--- src/mean_median_stddev_engine_assert.svh ---
// Assertion helpers for the statistics engine.
`ifndef MEAN_MEDIAN_STDDEV_ENGINE_ASSERT_SVH
`define MEAN_MEDIAN_STDDEV_ENGINE_ASSERT_SVH

// same-cycle implication
`define MMS_ASSERT_NOW(lbl, ante, cons) \
	lbl: assert property (@(posedge clk) disable iff (!arst_n) (ante) |-> (cons)) \
		else $error("mms check failed");

// next-cycle implication
`define MMS_ASSERT_NEXT(lbl, ante, cons) \
	lbl: assert property (@(posedge clk) disable iff (!arst_n) (ante) |=> (cons)) \
		else $error("mms check failed");

`endif

--- src/mms_pkg.sv ---
package mms_pkg;

	localparam int MAX_COUNT = 128;
	localparam int MARK_BITS = 8;
	localparam int ADDR_W    = $clog2(MAX_COUNT);
	localparam int CNT_W     = $clog2(MAX_COUNT + 1);
	localparam int SUM_W     = MARK_BITS + ADDR_W;
	localparam int SQ_W      = 2 * MARK_BITS + ADDR_W;
	localparam int D_W       = CNT_W + SQ_W;
	localparam int NN_W      = 2 * CNT_W;
	localparam int DIV_N     = D_W + 16;
	localparam int DI_W      = $clog2(DIV_N + 1);
	localparam int RT_W      = 16;
	localparam int SQIN_W    = 2 * RT_W;
	localparam int MB_W      = $clog2(MARK_BITS);

	localparam int MEAN_W    = 16;
	localparam int MED_W     = 9;
	localparam int STD_W     = 15;
	localparam int CNTO_W    = 8;

	typedef struct packed {
		logic load;
		logic clr;
		logic prep;
		logic div_go;
		logic div_var;
		logic sq_go;
		logic med_go;
		logic med_hi;
		logic out_ld;
	} mms_cmd_t;

	typedef struct packed {
		logic div_done;
		logic sq_done;
		logic med_done;
	} mms_sts_t;

endpackage

--- src/mean_median_stddev_engine.sv ---
// Statistics engine. Marks load one per cycle into a 128-entry store while the
// sum and sum of squares run alongside. The beat flagged last starts the
// compute pass, during which in_ready is low: the mean division and the
// variance division share one restoring divider, then the square root runs,
// and each of the two middle marks is found by an 8-bit search that scans
// the store once per bit through its single read port. The result sits in
// an output register, so loading of the next set starts while it waits to
// be taken.
module mean_median_stddev_engine (
	input  logic                          clk,
	input  logic                          arst_n,
	input  logic                          in_valid,
	output logic                          in_ready,
	input  logic [7:0]                    mark,
	input  logic                          last,
	output logic                          out_valid,
	input  logic                          out_ready,
	output logic [mms_pkg::MEAN_W-1:0]    mean_q8,
	output logic [mms_pkg::MED_W-1:0]     median_x2,
	output logic [mms_pkg::STD_W-1:0]     std_dev_q8,
	output logic [mms_pkg::CNTO_W-1:0]    count,
	output logic                          overflow
);
	import mms_pkg::*;

	mms_cmd_t cmd;
	mms_sts_t sts;

	mms_ctrl u_ctrl (
		.clk       (clk),
		.arst_n    (arst_n),
		.in_valid  (in_valid),
		.in_ready  (in_ready),
		.last      (last),
		.out_valid (out_valid),
		.out_ready (out_ready),
		.cmd       (cmd),
		.sts       (sts)
	);

	mms_datapath u_dp (
		.clk        (clk),
		.arst_n     (arst_n),
		.cmd        (cmd),
		.sts        (sts),
		.mark       (mark[MARK_BITS-1:0]),
		.mean_q8    (mean_q8),
		.median_x2  (median_x2),
		.std_dev_q8 (std_dev_q8),
		.count      (count),
		.overflow   (overflow)
	);

`include "mean_median_stddev_engine_assert.svh"

	`MMS_ASSERT_NOW(a_count_range, out_valid, count != '0)
	`MMS_ASSERT_NOW(a_std_range, out_valid, std_dev_q8 <= STD_W'(((1 << MARK_BITS) - 1) * 128))
	`MMS_ASSERT_NEXT(a_last_stalls, in_valid && in_ready && last, !in_ready)
endmodule

--- src/mms_ram.sv ---
module mms_ram #(
	parameter int WIDTH = 8,
	parameter int DEPTH = 128
) (
	input  logic                     clk,
	input  logic                     we,
	input  logic [$clog2(DEPTH)-1:0] waddr,
	input  logic [WIDTH-1:0]         wdata,
	input  logic [$clog2(DEPTH)-1:0] raddr,
	output logic [WIDTH-1:0]         rdata
);
	logic [WIDTH-1:0] mem [DEPTH];

	always_ff @(posedge clk) begin
		if (we) begin
			mem[waddr] <= wdata;
		end
		rdata <= mem[raddr];
	end
endmodule

--- src/mms_datapath.sv ---
module mms_datapath (
	input  logic                               clk,
	input  logic                               arst_n,
	input  mms_pkg::mms_cmd_t                  cmd,
	output mms_pkg::mms_sts_t                  sts,
	input  logic [mms_pkg::MARK_BITS-1:0]      mark,
	output logic [mms_pkg::MEAN_W-1:0]         mean_q8,
	output logic [mms_pkg::MED_W-1:0]          median_x2,
	output logic [mms_pkg::STD_W-1:0]          std_dev_q8,
	output logic [mms_pkg::CNTO_W-1:0]         count,
	output logic                               overflow
);
	import mms_pkg::*;

	// set accumulation
	logic [CNT_W-1:0]     cnt_q;
	logic [SUM_W-1:0]     sum_q;
	logic [SQ_W-1:0]      sumsq_q;
	logic                 drop_q;
	logic                 room;
	logic [2*MARK_BITS-1:0] msq;

	// products
	logic [D_W-1:0]       nsq_s1;
	logic [D_W-1:0]       ssq_s1;
	logic [NN_W-1:0]      nn_s1;

	// shared divider
	logic [DIV_N-1:0]     dq_q;
	logic [NN_W-1:0]      dr_q;
	logic [NN_W-1:0]      dd_q;
	logic [DI_W-1:0]      di_q;
	logic                 dbusy_q, ddone_q, dvar_q;
	logic [NN_W:0]        dsh;
	logic                 dge;
	logic [MEAN_W-1:0]    mean_q;

	// square root
	logic [SQIN_W-1:0]    sv_q;
	logic [RT_W-1:0]      root_q;
	logic [RT_W:0]        srem_q;
	logic [$clog2(RT_W+1)-1:0] si_q;
	logic                 sbusy_q, sdone_q;
	logic [RT_W+2:0]      sr4, strial;
	logic                 sge;

	// median select
	logic [CNT_W-1:0]     mk_q, ma_q, lt_q;
	logic [MARK_BITS-1:0] mv_q, mtry, rdata;
	logic [MB_W-1:0]      mb_q;
	logic                 mbusy_q, mdone_q, mhi_q, rv_s1, issuing;
	logic [MARK_BITS-1:0] lo_q, hi_q;

	assign room  = cnt_q < CNT_W'(MAX_COUNT);
	assign msq   = (2*MARK_BITS)'(mark) * (2*MARK_BITS)'(mark);

	mms_ram #(.WIDTH(MARK_BITS), .DEPTH(MAX_COUNT)) u_store (
		.clk   (clk),
		.we    (cmd.load && room),
		.waddr (cnt_q[ADDR_W-1:0]),
		.wdata (mark),
		.raddr (ma_q[ADDR_W-1:0]),
		.rdata (rdata)
	);

	always_ff @(posedge clk or negedge arst_n) begin
		if (!arst_n) begin
			cnt_q   <= '0;
			sum_q   <= '0;
			sumsq_q <= '0;
			drop_q  <= 1'b0;
		end else if (cmd.clr) begin
			cnt_q   <= '0;
			sum_q   <= '0;
			sumsq_q <= '0;
			drop_q  <= 1'b0;
		end else if (cmd.load) begin
			if (room) begin
				cnt_q   <= cnt_q + 1'b1;
				sum_q   <= sum_q + SUM_W'(mark);
				sumsq_q <= sumsq_q + SQ_W'(msq);
			end else begin
				drop_q  <= 1'b1;
			end
		end
	end

	always_ff @(posedge clk) begin
		if (cmd.prep) begin
			nsq_s1 <= D_W'(cnt_q) * D_W'(sumsq_q);
			ssq_s1 <= D_W'(sum_q) * D_W'(sum_q);
			nn_s1  <= NN_W'(cnt_q) * NN_W'(cnt_q);
		end
	end

	// restoring divider, one quotient bit per cycle
	assign dsh = {dr_q, dq_q[DIV_N-1]};
	assign dge = dsh >= {1'b0, dd_q};

	always_ff @(posedge clk or negedge arst_n) begin
		if (!arst_n) begin
			dbusy_q <= 1'b0;
			ddone_q <= 1'b0;
			dvar_q  <= 1'b0;
			di_q    <= '0;
		end else begin
			ddone_q <= 1'b0;
			if (cmd.div_go) begin
				dbusy_q <= 1'b1;
				dvar_q  <= cmd.div_var;
				di_q    <= DI_W'(DIV_N);
			end else if (dbusy_q) begin
				di_q <= di_q - 1'b1;
				if (di_q == DI_W'(1)) begin
					dbusy_q <= 1'b0;
					ddone_q <= 1'b1;
				end
			end
		end
	end

	always_ff @(posedge clk) begin
		if (cmd.div_go) begin
			dr_q <= '0;
			if (cmd.div_var) begin
				dq_q <= {nsq_s1 - ssq_s1, 16'b0};
				dd_q <= nn_s1;
			end else begin
				dq_q <= DIV_N'({sum_q, 8'b0});
				dd_q <= NN_W'(cnt_q);
			end
		end else if (dbusy_q) begin
			dr_q <= dge ? NN_W'(dsh - {1'b0, dd_q}) : NN_W'(dsh);
			dq_q <= {dq_q[DIV_N-2:0], dge};
		end
		if (ddone_q && !dvar_q) begin
			mean_q <= dq_q[MEAN_W-1:0];
		end
	end

	// digit-by-digit square root, two radicand bits per cycle
	assign sr4    = {srem_q, sv_q[SQIN_W-1 -: 2]};
	assign strial = (RT_W+3)'({root_q, 2'b01});
	assign sge    = sr4 >= strial;

	always_ff @(posedge clk or negedge arst_n) begin
		if (!arst_n) begin
			sbusy_q <= 1'b0;
			sdone_q <= 1'b0;
			si_q    <= '0;
		end else begin
			sdone_q <= 1'b0;
			if (cmd.sq_go) begin
				sbusy_q <= 1'b1;
				si_q    <= ($clog2(RT_W+1))'(RT_W);
			end else if (sbusy_q) begin
				si_q <= si_q - 1'b1;
				if (si_q == ($clog2(RT_W+1))'(1)) begin
					sbusy_q <= 1'b0;
					sdone_q <= 1'b1;
				end
			end
		end
	end

	always_ff @(posedge clk) begin
		if (cmd.sq_go) begin
			sv_q   <= dq_q[SQIN_W-1:0];
			root_q <= '0;
			srem_q <= '0;
		end else if (sbusy_q) begin
			srem_q <= sge ? (RT_W+1)'(sr4 - strial) : (RT_W+1)'(sr4);
			root_q <= {root_q[RT_W-2:0], sge};
			sv_q   <= {sv_q[SQIN_W-3:0], 2'b00};
		end
	end

	// k-th smallest by bitwise search: keep a trial value while fewer than k+1
	// stored marks fall below it; one store scan per bit
	assign mtry    = mv_q | (MARK_BITS'(1) << mb_q);
	assign issuing = mbusy_q && (ma_q < cnt_q);

	always_ff @(posedge clk or negedge arst_n) begin
		if (!arst_n) begin
			mbusy_q <= 1'b0;
			mdone_q <= 1'b0;
			rv_s1   <= 1'b0;
		end else begin
			mdone_q <= 1'b0;
			rv_s1   <= issuing;
			if (cmd.med_go) begin
				mbusy_q <= 1'b1;
			end else if (mbusy_q && !issuing && !rv_s1 && mb_q == '0) begin
				mbusy_q <= 1'b0;
				mdone_q <= 1'b1;
			end
		end
	end

	always_ff @(posedge clk) begin
		if (cmd.med_go) begin
			mhi_q <= cmd.med_hi;
			mk_q  <= cmd.med_hi ? (cnt_q >> 1) : ((cnt_q - 1'b1) >> 1);
			mv_q  <= '0;
			mb_q  <= MB_W'(MARK_BITS - 1);
			ma_q  <= '0;
			lt_q  <= '0;
		end else if (mbusy_q) begin
			if (issuing) begin
				ma_q <= ma_q + 1'b1;
			end
			if (rv_s1) begin
				lt_q <= lt_q + CNT_W'(rdata < mtry);
			end else if (!issuing) begin
				if (lt_q <= mk_q) begin
					mv_q <= mtry;
				end
				ma_q <= '0;
				lt_q <= '0;
				if (mb_q != '0) begin
					mb_q <= mb_q - 1'b1;
				end
			end
		end
		if (mdone_q) begin
			if (mhi_q) begin
				hi_q <= mv_q;
			end else begin
				lo_q <= mv_q;
			end
		end
	end

	always_ff @(posedge clk) begin
		if (cmd.out_ld) begin
			mean_q8    <= mean_q;
			median_x2  <= MED_W'(lo_q) + MED_W'(hi_q);
			std_dev_q8 <= root_q[STD_W-1:0];
			count      <= CNTO_W'(cnt_q);
			overflow   <= drop_q;
		end
	end

	assign sts.div_done = ddone_q;
	assign sts.sq_done  = sdone_q;
	assign sts.med_done = mdone_q;
endmodule

--- src/mms_ctrl.sv ---
module mms_ctrl (
	input  logic              clk,
	input  logic              arst_n,
	input  logic              in_valid,
	output logic              in_ready,
	input  logic              last,
	output logic              out_valid,
	input  logic              out_ready,
	output mms_pkg::mms_cmd_t cmd,
	input  mms_pkg::mms_sts_t sts
);
	import mms_pkg::*;

	typedef enum logic [3:0] {
		ST_LOAD, ST_PREP, ST_MEAN_GO, ST_MEAN_W, ST_VAR_GO, ST_VAR_W,
		ST_SQ_GO, ST_SQ_W, ST_LO_GO, ST_LO_W, ST_HI_GO, ST_HI_W, ST_OUT
	} state_t;

	state_t state_q;
	logic   out_valid_q;
	logic   out_free;

	assign in_ready  = state_q == ST_LOAD;
	assign out_valid = out_valid_q;
	assign out_free  = !out_valid_q || out_ready;

	always_comb begin
		cmd         = '0;
		cmd.load    = in_valid && in_ready;
		cmd.prep    = state_q == ST_PREP;
		cmd.div_go  = state_q == ST_MEAN_GO || state_q == ST_VAR_GO;
		cmd.div_var = state_q == ST_VAR_GO;
		cmd.sq_go   = state_q == ST_SQ_GO;
		cmd.med_go  = state_q == ST_LO_GO || state_q == ST_HI_GO;
		cmd.med_hi  = state_q == ST_HI_GO;
		cmd.out_ld  = state_q == ST_OUT && out_free;
		cmd.clr     = cmd.out_ld;
	end

	always_ff @(posedge clk or negedge arst_n) begin
		if (!arst_n) begin
			state_q     <= ST_LOAD;
			out_valid_q <= 1'b0;
		end else begin
			if (state_q == ST_OUT && out_free) begin
				out_valid_q <= 1'b1;
			end else if (out_ready) begin
				out_valid_q <= 1'b0;
			end
			case (state_q)
				ST_LOAD:    if (in_valid && last) state_q <= ST_PREP;
				ST_PREP:    state_q <= ST_MEAN_GO;
				ST_MEAN_GO: state_q <= ST_MEAN_W;
				ST_MEAN_W:  if (sts.div_done) state_q <= ST_VAR_GO;
				ST_VAR_GO:  state_q <= ST_VAR_W;
				ST_VAR_W:   if (sts.div_done) state_q <= ST_SQ_GO;
				ST_SQ_GO:   state_q <= ST_SQ_W;
				ST_SQ_W:    if (sts.sq_done) state_q <= ST_LO_GO;
				ST_LO_GO:   state_q <= ST_LO_W;
				ST_LO_W:    if (sts.med_done) state_q <= ST_HI_GO;
				ST_HI_GO:   state_q <= ST_HI_W;
				ST_HI_W:    if (sts.med_done) state_q <= ST_OUT;
				ST_OUT:     if (out_free) state_q <= ST_LOAD;
				default:    state_q <= ST_LOAD;
			endcase
		end
	end
endmodule
--- config.mk ---
export PLATFORM = sky130hd
export DESIGN_NAME = mean_median_stddev_engine
export DESIGN_NICKNAME = d
export VERILOG_FILES = /design/src/mms_pkg.sv /design/src/mean_median_stddev_engine.sv /design/src/mms_ram.sv /design/src/mms_datapath.sv /design/src/mms_ctrl.sv
export VERILOG_INCLUDE_DIRS = /design/src /design/src/src
export SDC_FILE = /design/constraint.sdc
export NUM_CORES = 2
export LEC_CHECK = 0
export BUFFER_PORTS_ARGS = -buffer_cell sky130_fd_sc_hd__buf_2
export CAP_MARGIN = 20
export CORE_UTILIZATION = 50
export CTS_CLUSTER_SIZE = 24
export DETAILED_ROUTE_END_ITERATION = 12
export PLACE_DENSITY_LB_ADDON = 0.25
export REMOVE_ABC_BUFFERS = 1
export SYNTH_ARGS = -nofsm -noshare
export SYNTH_HDL_FRONTEND = slang
export SYNTH_SLANG_ARGS = --single-unit
--- constraint.sdc ---
create_clock -name clk -period 10.3 [get_ports clk]
set_input_delay 1.545 -clock clk [delete_from_list [all_inputs] [get_ports clk]]
set_output_delay 1.545 -clock clk [all_outputs]
set_load 0.02 [all_outputs]
==> results.py <==
metrics = {
    "critical_path": {
        "crit_top_cell": "fa_1",
        "crit_path_max_fanout": 20,
        "worst_setup_path_end_kind": "register",
        "critPathTopFamily": "adder cells",
        "path_cells": "and2_1 > fa_1 > inv_1 > fa_1 > inv_1 > fa_1 > inv_1 > fa_1 > inv_1 > fa_1 > fa_1 > ha_1 > inv_1 > a21oi_1 > a2111oi_4 > o31ai_2 > o31ai_2 > o311ai_1 > a21o_1 > a21oi_1 > xnor2_1",
        "cp.required_ns": 10.82,
        "worst-setup-path-type": "reg2reg",
        "crit_path_max_incr_delay_ns": 0.69,
        "crit_path_top_delay_cell": "dfrtp_1",
        "cp_num_buf_inv": 5,
        "cp-start-kind": "register",
        "crit_arrival_ns": 7.38,
    },
    "timing": {
        "rsz0062_at_grt": "no",
        "slew_headroom_pct": 22.6,
        "final.setup.worst_slack_ns": 3.44,
        "finalCriticalPeriod_ns": 6.86,
        "timing.hold.ws_ns": 0.410,
        "final-hold-violation-count": 0,
        "min_period_over_period_pct": 66.6,
        "fin_skew_ns": 0.0657,
        "report.final.slew_viol_count": 0,
        "worstMarginPinSlew_ns": 1.15,
        "fmax_mhz": 146,
        "setup_viol": 0,
    },
    "cts": {
        "ctsHtreeMaxLevel": 4,
        "clk_pin_slew_worst_paths_ns": 0.06,
        "ctsHoldBuffers": 0,
        "cts_sinks": 1438,
        "post_cts_buffers": 0,
        "cts_root_buffer": "clkbuf_16",
        "clock_path_buffers": 3,
        "cts_tree": "built",
        "clk_latency_ns": 0.81,
        "cts_resized": 0,
        "cts_inserted_buffers": 151,
    },
    "floorplanning": {
        "start_util_pct": 50.5,
        "die_area_um2": 151000,
        "rows": 141,
        "fp.dieW_um": 389,
        "pin_count": 64,
        "die_y_um": 389,
        "core_um2": 148000,
    },
    "route": {
        "route.vias.total": 43200,
        "vias_per_cell": 5.79,
        "drc": 0,
        "drtIter0Drc": 3839,
        "wire_per_inst_um": 23.0,
        "drt-total-wl_um": 172000,
        "first_pass_iters": 6,
        "ant_nets": 0,
    },
    "final_layout": {
        "fin_area_um2": 82200,
        "seq_area_um2": 42000,
        "fin_util_pct": 55.5,
        "drive_above_1_share_pct": 12.6,
        "area_delta_synth_final_pct": 9.78,
        "multi_input_area_um2": 29800,
        "num-fill-cells": 11900,
        "nNetsFinal": 6082,
    },
    "yosys": {
        "ys_seq_elements": 1438,
        "avgSynthCellArea_um2": 14.0,
        "ys_seq_area_share_pct": 56.1,
        "synth_cell_types": 77,
        "synth.most_common_cell": "edfxtp_1",
        "synth_area_um2": 74900,
        "synth.top_cell.area_share_pct": 51.5,
        "yosysWarnings": 0,
        "yosys-top-cells-count": "edfxtp_1, inv_1, nand2_1",
        "synth-edff-count": 1283,
        "yosys.area.top_type": "edfxtp_1",
        "syn_inst": 5358,
        "synth.area.top_cells": "edfxtp_1, fa_1, mux4_2, ha_1, inv_1",
        "synth_flop_cell": "edfxtp_1",
        "async_reset_ff_share_pct": 4.94,
    },
    "global_route": {
        "grt-ovfl-total": 0,
        "grt_pass1_vias": 43600,
        "grtUsageTotal_pct": 23.1,
        "grt_first_pass_wirelength_um": 265000,
        "antenna_found_initial": 6,
        "grt_max_degree": 111,
    },
    "placed_design": {
        "place_congestion": 0.836,
        "dp_hpwl_um": 112000,
        "placedInstanceArea_um2": 77200,
        "placement.setup.worst_slack_ns": 3.01,
        "io_buffer_count": 63,
    },
    "worst_hold_path": {
        "hp-class": "reg2reg",
    },
    "pwr": {
        "p_per_area_nw_per_um2": 337,
        "p_leak_nw": 31.4,
        "ir_worst_vdd_v": 0.000535,
    },
    "run_status": {
        "run_status": "finished, final reports clean",
    },
    "flow_run": {
        "cap_violations": 0,
    },
}
[kinds of logic after synthesis]
| logic type | share of synthesized area [%] |
|---|---|
| compound gates | 5.48 |
| xor+xnor | 2.15 |
| fa+ha+maj | 14.3 |
| buf+inv | 4.13 |
| flops | 56.1 |
| mux | 10.4 |
| simple gates | 7.49 |
[power breakdown]
group,switching [W],internal (W)
combinational,0.00815,0.00600
sequential,0.000687,0.00747
clock,0.00236,0.00303
total,0.0112,0.0165
[final timing paths]
check | slack, ns | cells after the start | endpoint | start
worst max-delay path | 3.44 | 21 | u_dp.ssq_s1[27] | u_dp.sum_q[8]
worst min-delay path | 0.41 | 0 | u_dp.mean_q8[1] | u_dp.mean_q[1]
worst max register to register | 3.44 | 21 | u_dp.ssq_s1[27] | u_dp.sum_q[8]
worst min register to register | 0.41 | 0 | u_dp.mean_q8[1] | u_dp.mean_q[1]
max in group asynchronous | 8.41 | 2 | u_dp.sumsq_q[19] | arst_n
min in group asynchronous | 0.66 | 1 | u_dp.sbusy_q | arst_n
[cells in the final DEF, fill, tap and decap left out, drive strengths merged, types with 17 or more instances in the layout]
cell type	count
a211oi	40
nor3	40
o31ai	19
inv	552
buf	132
nand2	456
xnor2	134
nor2	338
nand3	84
nand4	20
mux4	280
and2	147
mux2i	115
ha	328
o21bai	17
o21ai	157
a31oi	24
nand2b	24
a21o	72
clkinv	77
mux2	26
nor2b	42
clkbuf	189
o21a	27
and3	23
dfrtp	71
a21oi	177
edfxtp	1283
fa	330
dfxtp	84
xor2	50
[registers in the layout (all words and copies together), names as in the netlist, 9 cells and up]
name	cells
u_dp.dd_q	16
u_dp.dq_q	47
u_dp.dr_q	16
u_dp.mean_q	16
u_dp.mean_q8	16
u_dp.median_x2	9
u_dp.nn_s1	15
u_dp.nsq_s1	31
u_dp.root_q	16
u_dp.srem_q	17
u_dp.ssq_s1	29
u_dp.std_dev_q8	15
u_dp.sum_q	15
u_dp.sumsq_q	23
u_dp.sv_q	32
u_dp.u_store.mem	1024
[per-stage QoR]
stage          setup TNS, ns  total power (W)  std cells
6_report                   0           0.0277       7468
5_1_grt                    0           0.0299       7466
4_1_cts                    0           0.0279       7465
3_5_place_dp               0           0.0224       7187
3_3_place_gp               0           0.0221       7184
2_1_floorplan         -65.58           0.0194       5126
[final cells by class]
type,instances,share of cell area [%]
flip-flops and latches,1438,51.1
multi-input cells,3134,36.3
clock buffers,189,4.83
well taps,1930,2.94
inverters,554,2.53
clock inverters,89,1.17
repair buffers,132,1.12
diodes,2,0.00609
[layer usage]
metal / wire, um / global-route usage, %
met1: 76500 / 34.1
met2: 79400 / 35.8
met3: 12900 / 4.19
met4: 3400 / 5.33
met5: 13 / 0
Power figures use the tool's default switching activity.
